[src/hw/rtl/pcmt_pkg.sv]
// ----------------------------------------------------------------------------
// pcmt_pkg
// Shared types and constants for the pixel colour-mode translator.
// ----------------------------------------------------------------------------
package pcmt_pkg;

	typedef logic [7:0] chan_t;

	typedef enum logic [1:0] {
		MODE_NORMAL   = 2'd0,
		MODE_ALPHA    = 2'd1,
		MODE_TWOCOLOR = 2'd2,
		MODE_RAMP     = 2'd3
	} mode_t;

	localparam logic [1:0] REG_MODE = 2'd0;
	localparam logic [1:0] REG_FORE = 2'd1;
	localparam logic [1:0] REG_BACK = 2'd2;

	localparam logic [23:0] FORE_RESET = 24'h000000;
	localparam logic [23:0] BACK_RESET = 24'hFFFFFF;

	// luma weights
	localparam logic [14:0] W_RED   = 15'd30;
	localparam logic [14:0] W_GREEN = 15'd59;
	localparam logic [14:0] W_BLUE  = 15'd11;
	localparam logic [14:0] WSUM_MAX = 15'd25500;

	// x/100 for x < 25600: (x * 20972) >> 21
	localparam logic [29:0] GRAY_RECIP = 30'd20972;
	localparam int unsigned GRAY_SHIFT = 21;

	// x/255 for x <= 65025: (x * 65794) >> 24
	localparam logic [32:0] DIV255_RECIP = 33'd65794;
	localparam int unsigned DIV255_SHIFT = 24;

	localparam logic [7:0]  DARK_LIMIT    = 8'd35;
	localparam logic [7:0]  LIGHT_LIMIT   = 8'd221;
	localparam logic [17:0] NEUTRAL_LIMIT = 18'd20;

endpackage

[src/hw/rtl/pcmt_ramp.sv]
// ----------------------------------------------------------------------------
// pcmt_ramp
// One channel of the gray ramp: fc + (bc - fc) * gray / 255, truncated
// toward zero. Product at s3, quotient at s4, sum combinational after s4.
// ----------------------------------------------------------------------------
module pcmt_ramp import pcmt_pkg::*; (
	input  logic  clk,
	input  logic  en,
	input  chan_t gray_s2,
	input  chan_t fc,
	input  chan_t bc,
	output chan_t ramp
);

	logic signed [8:0]  span;
	logic signed [17:0] prod_s3;
	logic [16:0]        mag_full;
	logic [32:0]        qprod;
	chan_t              q_s4;
	logic               neg_s4;

	assign span = $signed({1'b0, bc}) - $signed({1'b0, fc});

	assign mag_full = prod_s3[17] ? 17'(-prod_s3) : prod_s3[16:0];
	assign qprod    = 33'(mag_full[15:0]) * DIV255_RECIP;

	always_ff @(posedge clk) begin
		if (en) begin
			prod_s3 <= 18'(span) * $signed({10'd0, gray_s2});
			q_s4    <= qprod[DIV255_SHIFT +: 8];
			neg_s4  <= prod_s3[17];
		end
	end

	assign ramp = neg_s4 ? chan_t'(fc - q_s4) : chan_t'(fc + q_s4);

endmodule

[src/hw/rtl/pixel_color_mode_translate.sv]
// ----------------------------------------------------------------------------
// pixel_color_mode_translate
// ARGB pixel colour-mode translation: pass-through, two-colour substitution
// or gray ramp between foreground and background colours.
// ----------------------------------------------------------------------------
// A fully pipelined stream block: one pixel is accepted every clock while the
// output is not stalled, and each pixel passes through the registered stages
// luma sum, divide by 100, squares and ramp products, divide by 255 and
// output select. Backpressure on the master side stalls every stage together;
// while a result waits in the output register, s_axis_tready follows
// m_axis_tready in the same cycle, so a new pixel enters as the waiting one
// leaves. Write the mode and colour registers only while no pixel is in flight.
// ----------------------------------------------------------------------------
module pixel_color_mode_translate import pcmt_pkg::*; (
	input  logic        clk,
	input  logic        arst_n,
	input  logic        cfg_we,
	input  logic [1:0]  cfg_index,
	input  logic [23:0] cfg_data,
	input  logic        s_axis_tvalid,
	output logic        s_axis_tready,
	input  logic [31:0] s_axis_tdata,  // pixel_in
	output logic        m_axis_tvalid,
	input  logic        m_axis_tready,
	output logic [31:0] m_axis_tdata   // pixel_out
);

	mode_t       mode_q;
	logic [23:0] fore_q;
	logic [23:0] back_q;

	logic        en;
	logic        vld_s1, vld_s2, vld_s3, vld_s4, vld_s5;
	logic [31:0] px_s1, px_s2, px_s3, px_s4, px_s5;
	logic [14:0] ws_s1;
	chan_t       gray_s2, gray_s3;
	logic [17:0] dist_s3;
	logic        dark_s4, light_s4;

	logic [29:0]        gprod;
	logic signed [8:0]  dr, dg, db;
	logic [17:0]        sq_dist;
	chan_t              ramp_r, ramp_g, ramp_b;
	logic [31:0]        px_next;

	always_ff @(posedge clk or negedge arst_n) begin
		if (!arst_n) begin
			mode_q <= MODE_NORMAL;
			fore_q <= FORE_RESET;
			back_q <= BACK_RESET;
		end else if (cfg_we) begin
			case (cfg_index)
				REG_MODE: mode_q <= mode_t'(cfg_data[1:0]);
				REG_FORE: fore_q <= cfg_data;
				REG_BACK: back_q <= cfg_data;
				default:  ;
			endcase
		end
	end

	assign en            = !vld_s5 || m_axis_tready;
	assign s_axis_tready = en;

	always_ff @(posedge clk or negedge arst_n) begin
		if (!arst_n) begin
			vld_s1 <= 1'b0;
			vld_s2 <= 1'b0;
			vld_s3 <= 1'b0;
			vld_s4 <= 1'b0;
			vld_s5 <= 1'b0;
		end else if (en) begin
			vld_s1 <= s_axis_tvalid;
			vld_s2 <= vld_s1;
			vld_s3 <= vld_s2;
			vld_s4 <= vld_s3;
			vld_s5 <= vld_s4;
		end
	end

	assign gprod = 30'(ws_s1) * GRAY_RECIP;

	assign dr = $signed({1'b0, px_s2[23:16]}) - $signed({1'b0, gray_s2});
	assign dg = $signed({1'b0, px_s2[15:8]})  - $signed({1'b0, gray_s2});
	assign db = $signed({1'b0, px_s2[7:0]})   - $signed({1'b0, gray_s2});
	assign sq_dist = unsigned'(18'(dr) * 18'(dr) + 18'(dg) * 18'(dg)
		+ 18'(db) * 18'(db));

	always_ff @(posedge clk) begin
		if (en) begin
			px_s1    <= s_axis_tdata;
			ws_s1    <= 15'(s_axis_tdata[23:16]) * W_RED
				+ 15'(s_axis_tdata[15:8]) * W_GREEN
				+ 15'(s_axis_tdata[7:0]) * W_BLUE;
			px_s2    <= px_s1;
			gray_s2  <= gprod[GRAY_SHIFT +: 8];
			px_s3    <= px_s2;
			gray_s3  <= gray_s2;
			dist_s3  <= sq_dist;
			px_s4    <= px_s3;
			dark_s4  <= (gray_s3 < DARK_LIMIT) && (dist_s3 < NEUTRAL_LIMIT);
			light_s4 <= (gray_s3 > LIGHT_LIMIT) && (dist_s3 < NEUTRAL_LIMIT);
			px_s5    <= px_next;
		end
	end

	pcmt_ramp u_ramp_r (
		.clk(clk), .en(en), .gray_s2(gray_s2),
		.fc(fore_q[7:0]), .bc(back_q[7:0]), .ramp(ramp_r)
	);
	pcmt_ramp u_ramp_g (
		.clk(clk), .en(en), .gray_s2(gray_s2),
		.fc(fore_q[15:8]), .bc(back_q[15:8]), .ramp(ramp_g)
	);
	pcmt_ramp u_ramp_b (
		.clk(clk), .en(en), .gray_s2(gray_s2),
		.fc(fore_q[23:16]), .bc(back_q[23:16]), .ramp(ramp_b)
	);

	always_comb begin
		px_next = px_s4;
		unique case (mode_q)
			MODE_NORMAL, MODE_ALPHA: px_next = px_s4;
			MODE_TWOCOLOR: begin
				if (dark_s4)
					px_next = {px_s4[31:24], fore_q[7:0], fore_q[15:8], fore_q[23:16]};
				else if (light_s4)
					px_next = {px_s4[31:24], back_q[7:0], back_q[15:8], back_q[23:16]};
				else
					px_next = px_s4;
			end
			MODE_RAMP: px_next = {px_s4[31:24], ramp_r, ramp_g, ramp_b};
			default:   px_next = px_s4;
		endcase
	end

	assign m_axis_tvalid = vld_s5;
	assign m_axis_tdata  = px_s5;

`ifndef SYNTHESIS
	a_rise_from_s4: assert property (@(posedge clk) disable iff (!arst_n)
		$rose(m_axis_tvalid) |-> $past(vld_s4))
		else $error("output valid without an item in s4");

	a_alpha_kept: assert property (@(posedge clk) disable iff (!arst_n)
		en && vld_s4 |=> m_axis_tdata[31:24] == $past(px_s4[31:24]))
		else $error("alpha changed");

	a_pass_modes: assert property (@(posedge clk) disable iff (!arst_n)
		en && vld_s4 && (mode_q == MODE_NORMAL || mode_q == MODE_ALPHA)
		|=> m_axis_tdata == $past(px_s4))
		else $error("pass-through mode altered pixel");

	a_wsum_range: assert property (@(posedge clk) disable iff (!arst_n)
		vld_s1 |-> ws_s1 <= WSUM_MAX)
		else $error("luma sum out of range");
`endif

endmodule
[config.mk]
export PLATFORM = sky130hd
export DESIGN_NAME = pixel_color_mode_translate
export DESIGN_NICKNAME = d
export VERILOG_FILES = /design/src/hw/rtl/pcmt_pkg.sv /design/src/hw/rtl/pcmt_ramp.sv /design/src/hw/rtl/pixel_color_mode_translate.sv
export SDC_FILE = /design/constraint.sdc
export NUM_CORES = 2
export LEC_CHECK = 0
export BUFFER_PORTS_ARGS = -buffer_cell sky130_fd_sc_hd__buf_2
export CELL_PAD_IN_SITES_DETAIL_PLACEMENT = 1
export CELL_PAD_IN_SITES_GLOBAL_PLACEMENT = 2
export CORE_UTILIZATION = 40
export DETAILED_ROUTE_END_ITERATION = 16
export GPL_TIMING_DRIVEN = 1
export HOLD_SLACK_MARGIN = 0.05
export PLACE_DENSITY_LB_ADDON = 0.1
export SLEW_MARGIN = 20
export SYNTH_ARGS = -nofsm -noshare
export SYNTH_HDL_FRONTEND = slang
export SYNTH_SLANG_ARGS = --single-unit
[constraint.sdc]
create_clock -name clk -period 10 [get_ports clk]
set_input_delay 2 -clock clk [delete_from_list [all_inputs] [get_ports clk]]
set_output_delay 2 -clock clk [all_outputs]
set_load 0.005 [all_outputs]
# --- After elaboration in Yosys (flattened, before gate mapping) ---
# Index checks and enable logic that the tools add are counted.
totals:
  regBits: 347
  input_bits: 63
op_classes:
  addsub: 19
  mul: 13
  magnitude_cmp: 3
  n_eq_ne: 5
  n_mux: 9
  reduce_logical: 10
ops:
  columns: ["op", "n"]
  rows:
  - ["$mul 9x9->18", 6]
  - ["$pmux 32 s3", 1]
  - ["$mul 16x16->31 const B", 3]
  - ["$sub 8x8->9", 6]
  - ["$mux 16", 3]
  - ["$mux 24", 2]
  - ["$neg 16->16", 3]
  - ["$add 18x18->18", 2]
  - ["$mul 15x13->27 const B", 1]
  - ["$add 8x8->8", 3]
  - ["$mul 8x4->12 const B", 2]
  - ["$mux 8", 3]
  - ["$sub 8x8->8", 3]
  - ["$lt 18x5->1 const B", 1]
  - ["$add 13x14->15", 1]
  - ["$add 15x12->15", 1]
  - ["$mul 8x6->14 const B", 1]
  - ["$gt 8x8->1 const B", 1]
  - ["$lt 8x6->1 const B", 1]
  - ["$eq 2x2->1 const B", 3]
  - ["$reduce_and 2->1", 3]
  - ["$eq 2x1->1 const B", 2]
  - ["$logic_not 2->1", 2]
  - ["$logic_and 1x1->1", 2]
  - ["other kinds (3)", 3]

# --- Longest topological paths before layout ---
depth:
  word_depth: 4
  depth_mapped: 36
  ltp_nobuf: 35

# --- Modules after synthesis ---
# From an unflattened synthesis, not the netlist that was laid out.
hier_totals:
  hier_cells: 4094
  area_unflattened_um2: 42685.9
by_module_without_submodules:
  columns: ["mod", "n_inst", "cells_each", "area_per_inst_um2", "seq_area_each_um2"]
  rows:
  - ["pixel_color_mode_translate", 1, 2153, 24863.8, 7682.4]
  - ["pcmt_ramp", 3, 647, 5940.7, 780.7]

# --- Least setup slack after synthesis ---
# OpenSTA, ideal clock, no wires.
synth_timing:
  kind: "input to output"
  startpoint: "input m_axis_tready"
  endpoint: "output s_axis_tready"
  arrival_time_ps: 7719
  setup_slack_ps: 281
  stages: 2
  path_cell_list: "nor2b_1 > inv_1"
synth_between:
  elab_chain_cells: 1
synth_lines:
  columns: ["element", "line", "rtl"]
  rows:
  - ["start: declaration", "pixel_color_mode_translate.sv:24", "input logic m_axis_tready,"]
  - ["$logic_or 1x1->1", "pixel_color_mode_translate.sv:61", "assign en = !vld_s5 || m_axis_tready;"]
  - ["end: declaration", "pixel_color_mode_translate.sv:21", "output logic s_axis_tready,"]
# No other way between the ends.

# --- Worst setup path in the final report ---
layout_timing:
  startpoint: "register gray_s2[0]"
  endpoint: "register dist_s3[17] (data pin)"
layout_between:
  elab_chain_cells: 4
  word_cells_on_any_way: 8
  cone_classes: "5 x add/sub; 3 x mul"
layout_lines:
  columns: ["element", "line", "rtl"]
  rows:
  - ["start: declaration", "pixel_color_mode_translate.sv:36", "chan_t gray_s2, gray_s3;"]
  - ["start signal: assignment", "pixel_color_mode_translate.sv:95", "gray_s2 <= gprod[GRAY_SHIFT +: 8];"]
  - ["$sub 8x8->9 (on tied branches)", "pixel_color_mode_translate.sv:82, pixel_color_mode_translate.sv:83", null]
  - ["$mul 9x9->18", "pixel_color_mode_translate.sv:85", "assign sq_dist = unsigned'(18'(dr) * 18'(dr) + 18'(dg) * 18'(dg)"]
  - ["$add 18x18->18", "pixel_color_mode_translate.sv:85", null]
  - ["$add 18x18->18 *", "pixel_color_mode_translate.sv:86", "+ 18'(db) * 18'(db));"]
  - ["via sq_dist[17]", "pixel_color_mode_translate.sv:42", "logic [17:0] sq_dist;"]
  - ["end signal: assignment", "pixel_color_mode_translate.sv:98", "dist_s3 <= sq_dist;"]
  - ["end: declaration", "pixel_color_mode_translate.sv:37", "logic [17:0] dist_s3;"]
# The timed path passes the listed nets; every way through them passes the cells marked *.
# A chain may end at the register's enable or synchronous reset.

==> results by group <==
Timing
  • Worst-Margin Slew: 1040 ps
  • Upper clock frequency limit: approximately 110 MHz
  • Tmin final: about 9100 ps
  • Final setup vio count: 0
  • Total Neg Setup Slack: 0 ps
  • Slew headroom: between 30% and 40%
  • Final period utilization: roughly nine tenths
  • Worst Clk Skew: 34.4 ps
  • Hold Violations, Final: 0
  • Final setup margin: about 900 ps
  • Fin. max-slew vios: 0
  • RSZ-0062 raised after global routing: no

Logic synthesis
  • Synth Flop Type: edfxtp_1
  • Post-Synthesis Cells: ~4000
  • Seq/Total Area, Yosys: a little under a quarter
  • Mux cell area share after synthesis: under 10%
  • Synth Area in Compound Gates: about 6.3%
  • Synthesized net count: about 5200
  • Main combinational cell family by area after synthesis: adder cells
  • Adder-Cell Fraction of Synth Area: around 45%
  • Post-synth EDFFs: 287
  • Async S/R FF share, synth: between 10% and 20%
  • Cell variety after synth: 71
  • Post-Synth Simple-Gate Area: under 10%
  • Post-synth top area share: between 20% and 30%
  • Synth area leaders: fa_1, edfxtp_1, ha_1, inv_1, xnor2_1
  • Area leader, netlist: fa_1
  • Syn Area/Cell: ~11 µm²
  • YS warnings: 0
  • Leading cell types by count after synthesis: inv_1, ha_1, fa_1
  • Synth Cell Area: between 40000 and 50000 µm²
  • #FFs+latches synth: 342
  • Post-synthesis xor/xnor area fraction: 5.00%
  • Count leader, synth: inv_1

Critical path
  • Worst path buffer plus inverter count: 6
  • CP dominant cell by count: fa_1
  • Slowest cell on the critical path: fa_1
  • CP endpoint kind: flip-flop
  • Critical Path Max Stage Delay: 550 ps
  • CP top delay family: adder cells
  • Critical-path maximum fanout: 10
  • Worst Setup SP: gray_s2[0]
  • Data arrival, critical path: roughly 9400 ps
  • Crit start category: flip-flop
  • Critical path class: reg -> reg
  • CP Data Required Time: 10330 ps
  • Critical R2R Launch: gray_s2[0]
  • R2R Setup Slk: 910 ps

Drt
  • Vias post-DR: about 27000
  • DRT Pass-1 Iters: 5
  • Wirelength per Cell: slightly below 20 µm
  • Post-Route WL: 106000 µm
  • Via/cell ratio: 4.96
  • Detailed router's first-iteration violation count: 1024
  • DRC: 0
  • DRT antenna net count: 0

Placement
  • DP HPWL: just under 90000 µm
  • Dpl ws: around 870 ps
  • Placer Congestion: around 0.82
  • I/O Buffers: 96

Flow run
  • Max-Cap Viols: 0

Global routing
  • Global-route wire length before repair: 172000 µm
  • Largest net degree at the start of global routing: around 160
  • Initial antenna violation count: 4
  • Vias in the first global route: 30500
  • Total gr overflow: 0
  • Grt met1 use: around 28%
  • All-Layer GR Usage: a little over a fifth
  • GR Util met2: between 30% and 40%
  • GR peak layer: met2
  • GR Util met3: around 2.4%

Clocking
  • Clock-pin slew on the worst setup and hold paths: roughly 60 ps
  • CTS Root Cell: clkbuf_16
  • CTS tree: done
  • Clk_lat worst skew: 620 ps
  • H-tree level count: 2
  • Inserted Clock Buffers: 43
  • Post-CTS setup buffer count: 0
  • # clock sinks: ~340
  • Maximum root-to-sink buffer count: 3
  • Hold-fix buffers, CTS: 0
  • Post_cts resized: 0

Floorplanning
  • Initial core utilization: about two fifths
  • Die ar.: approximately 110000 µm²
  • Core area: just over 100000 µm²
  • Die width: roughly 330 µm
  • Cell Rows: 118
  • Die Ht: 326 µm
  • I/O pin total: 97

Worst hold path
  • Hold Path Class: reg -> reg
  • Hold Crit Start: px_s4[29]

Finish
  • Filler cells: around 11000
  • Final nets: around 5300
  • FF/Latch Area: 10000 µm²
  • Multi-input gate area: around 28000 µm²
  • Layout cells sized above 1: a little over 8%
  • Post-layout util: ~44%
  • Area delta synth->final: 8.69%

Outcome
  • Outcome: finished clean
## cell families after synthesis
logic type | after synthesis
AO/OA/AOI/OAI | 414
buffers and inverters | 936
adder cells (fa/ha/maj) | 1174
AND/OR/NAND/NOR | 789
XOR/XNOR | 239
multiplexers | 96
flip-flops | 342
## worst reg2reg max path, delay by kind of cell (launching register included)
family                   cells  cell delay, ps
AO/OA/AOI/OAI                9            1790
XOR/XNOR                     1             140
adder cells (fa/ha/maj)     11            4810
buffers and inverters        6             520
flip-flops                   1             430
AND/OR/NAND/NOR              4            1120
## layout by cell type, fill, tap and decap left out, types with 8 or more instances in the layout
cell type	n
a211oi_1	35
a21boi_0	16
a21o_1	35
a21oi_1	131
a31oi_1	19
and2_1	101
and3_1	14
buf_2	96
buf_4	38
clkbuf_16	44
clkinv_2	11
dfrtp_1	29
dfstp_2	24
edfxtp_1	287
fa_1	550
ha_1	624
inv_1	858
mux2_2	72
mux2i_1	24
nand2_1	237
nand2b_1	59
nand3_1	20
nand4_1	12
nor2_1	176
nor2b_1	45
nor3_1	53
o21a_1	19
o21ai_0	81
o21bai_1	10
o31ai_1	14
o41ai_1	8
or2_2	14
or3_1	27
xnor2_1	184
xor2_1	54
## metal layers
| layer | routed length (µm) | up-vias |
|---|---|---|
| li1 | - | 13100 |
| met1 | 48500 | 13900 |
| met2 | 52500 | 271 |
| met3 | 2890 | 97 |
| met4 | 2590 | 2 |
| met5 | 12 | - |
## final timing paths
path | cells past startpoint | to
hold reg to reg | 0 | m_axis_tdata[29]
max in group asynchronous | 2 | mode_q[1]
hold / removal | 0 | m_axis_tdata[29]
setup / recovery | 31 | dist_s3[17]
min in group asynchronous | 2 | mode_q[0]
setup reg to reg | 31 | dist_s3[17]
## final cells by class
cell class,count,area share (%)
Tap cell,1380,3.78
Multi-Input combinational cell,2712,62.4
Clock buffer,51,2.51
Antenna cell,1,0.00548
Timing Repair Buffer,135,1.72
Clock inverter,29,0.542
Sequential cell,342,22.0
Inverter,863,7.11
## flip-flops by register name, summed over array words and instances (netlist names), 24 cells and up
name / cells
m_axis_tdata: 32
px_s1: 32
px_s2: 32
px_s3: 32
px_s4: 32
back_q: 24
fore_q: 24
## through the flow
step	hold slack, ps	cells	cell area, µm²
4_1_cts	417	5512	45700
3_3_place_gp	400	5432	44300
2_1_floorplan	400	3990	42000
6_report	417	5513	45700
3_5_place_dp	406	5432	44300
5_1_grt	421	5512	45700
Power is left out: the tool's default activity adds up to more than one toggle a clock period on the data nets, which glitch-free logic cannot reach.
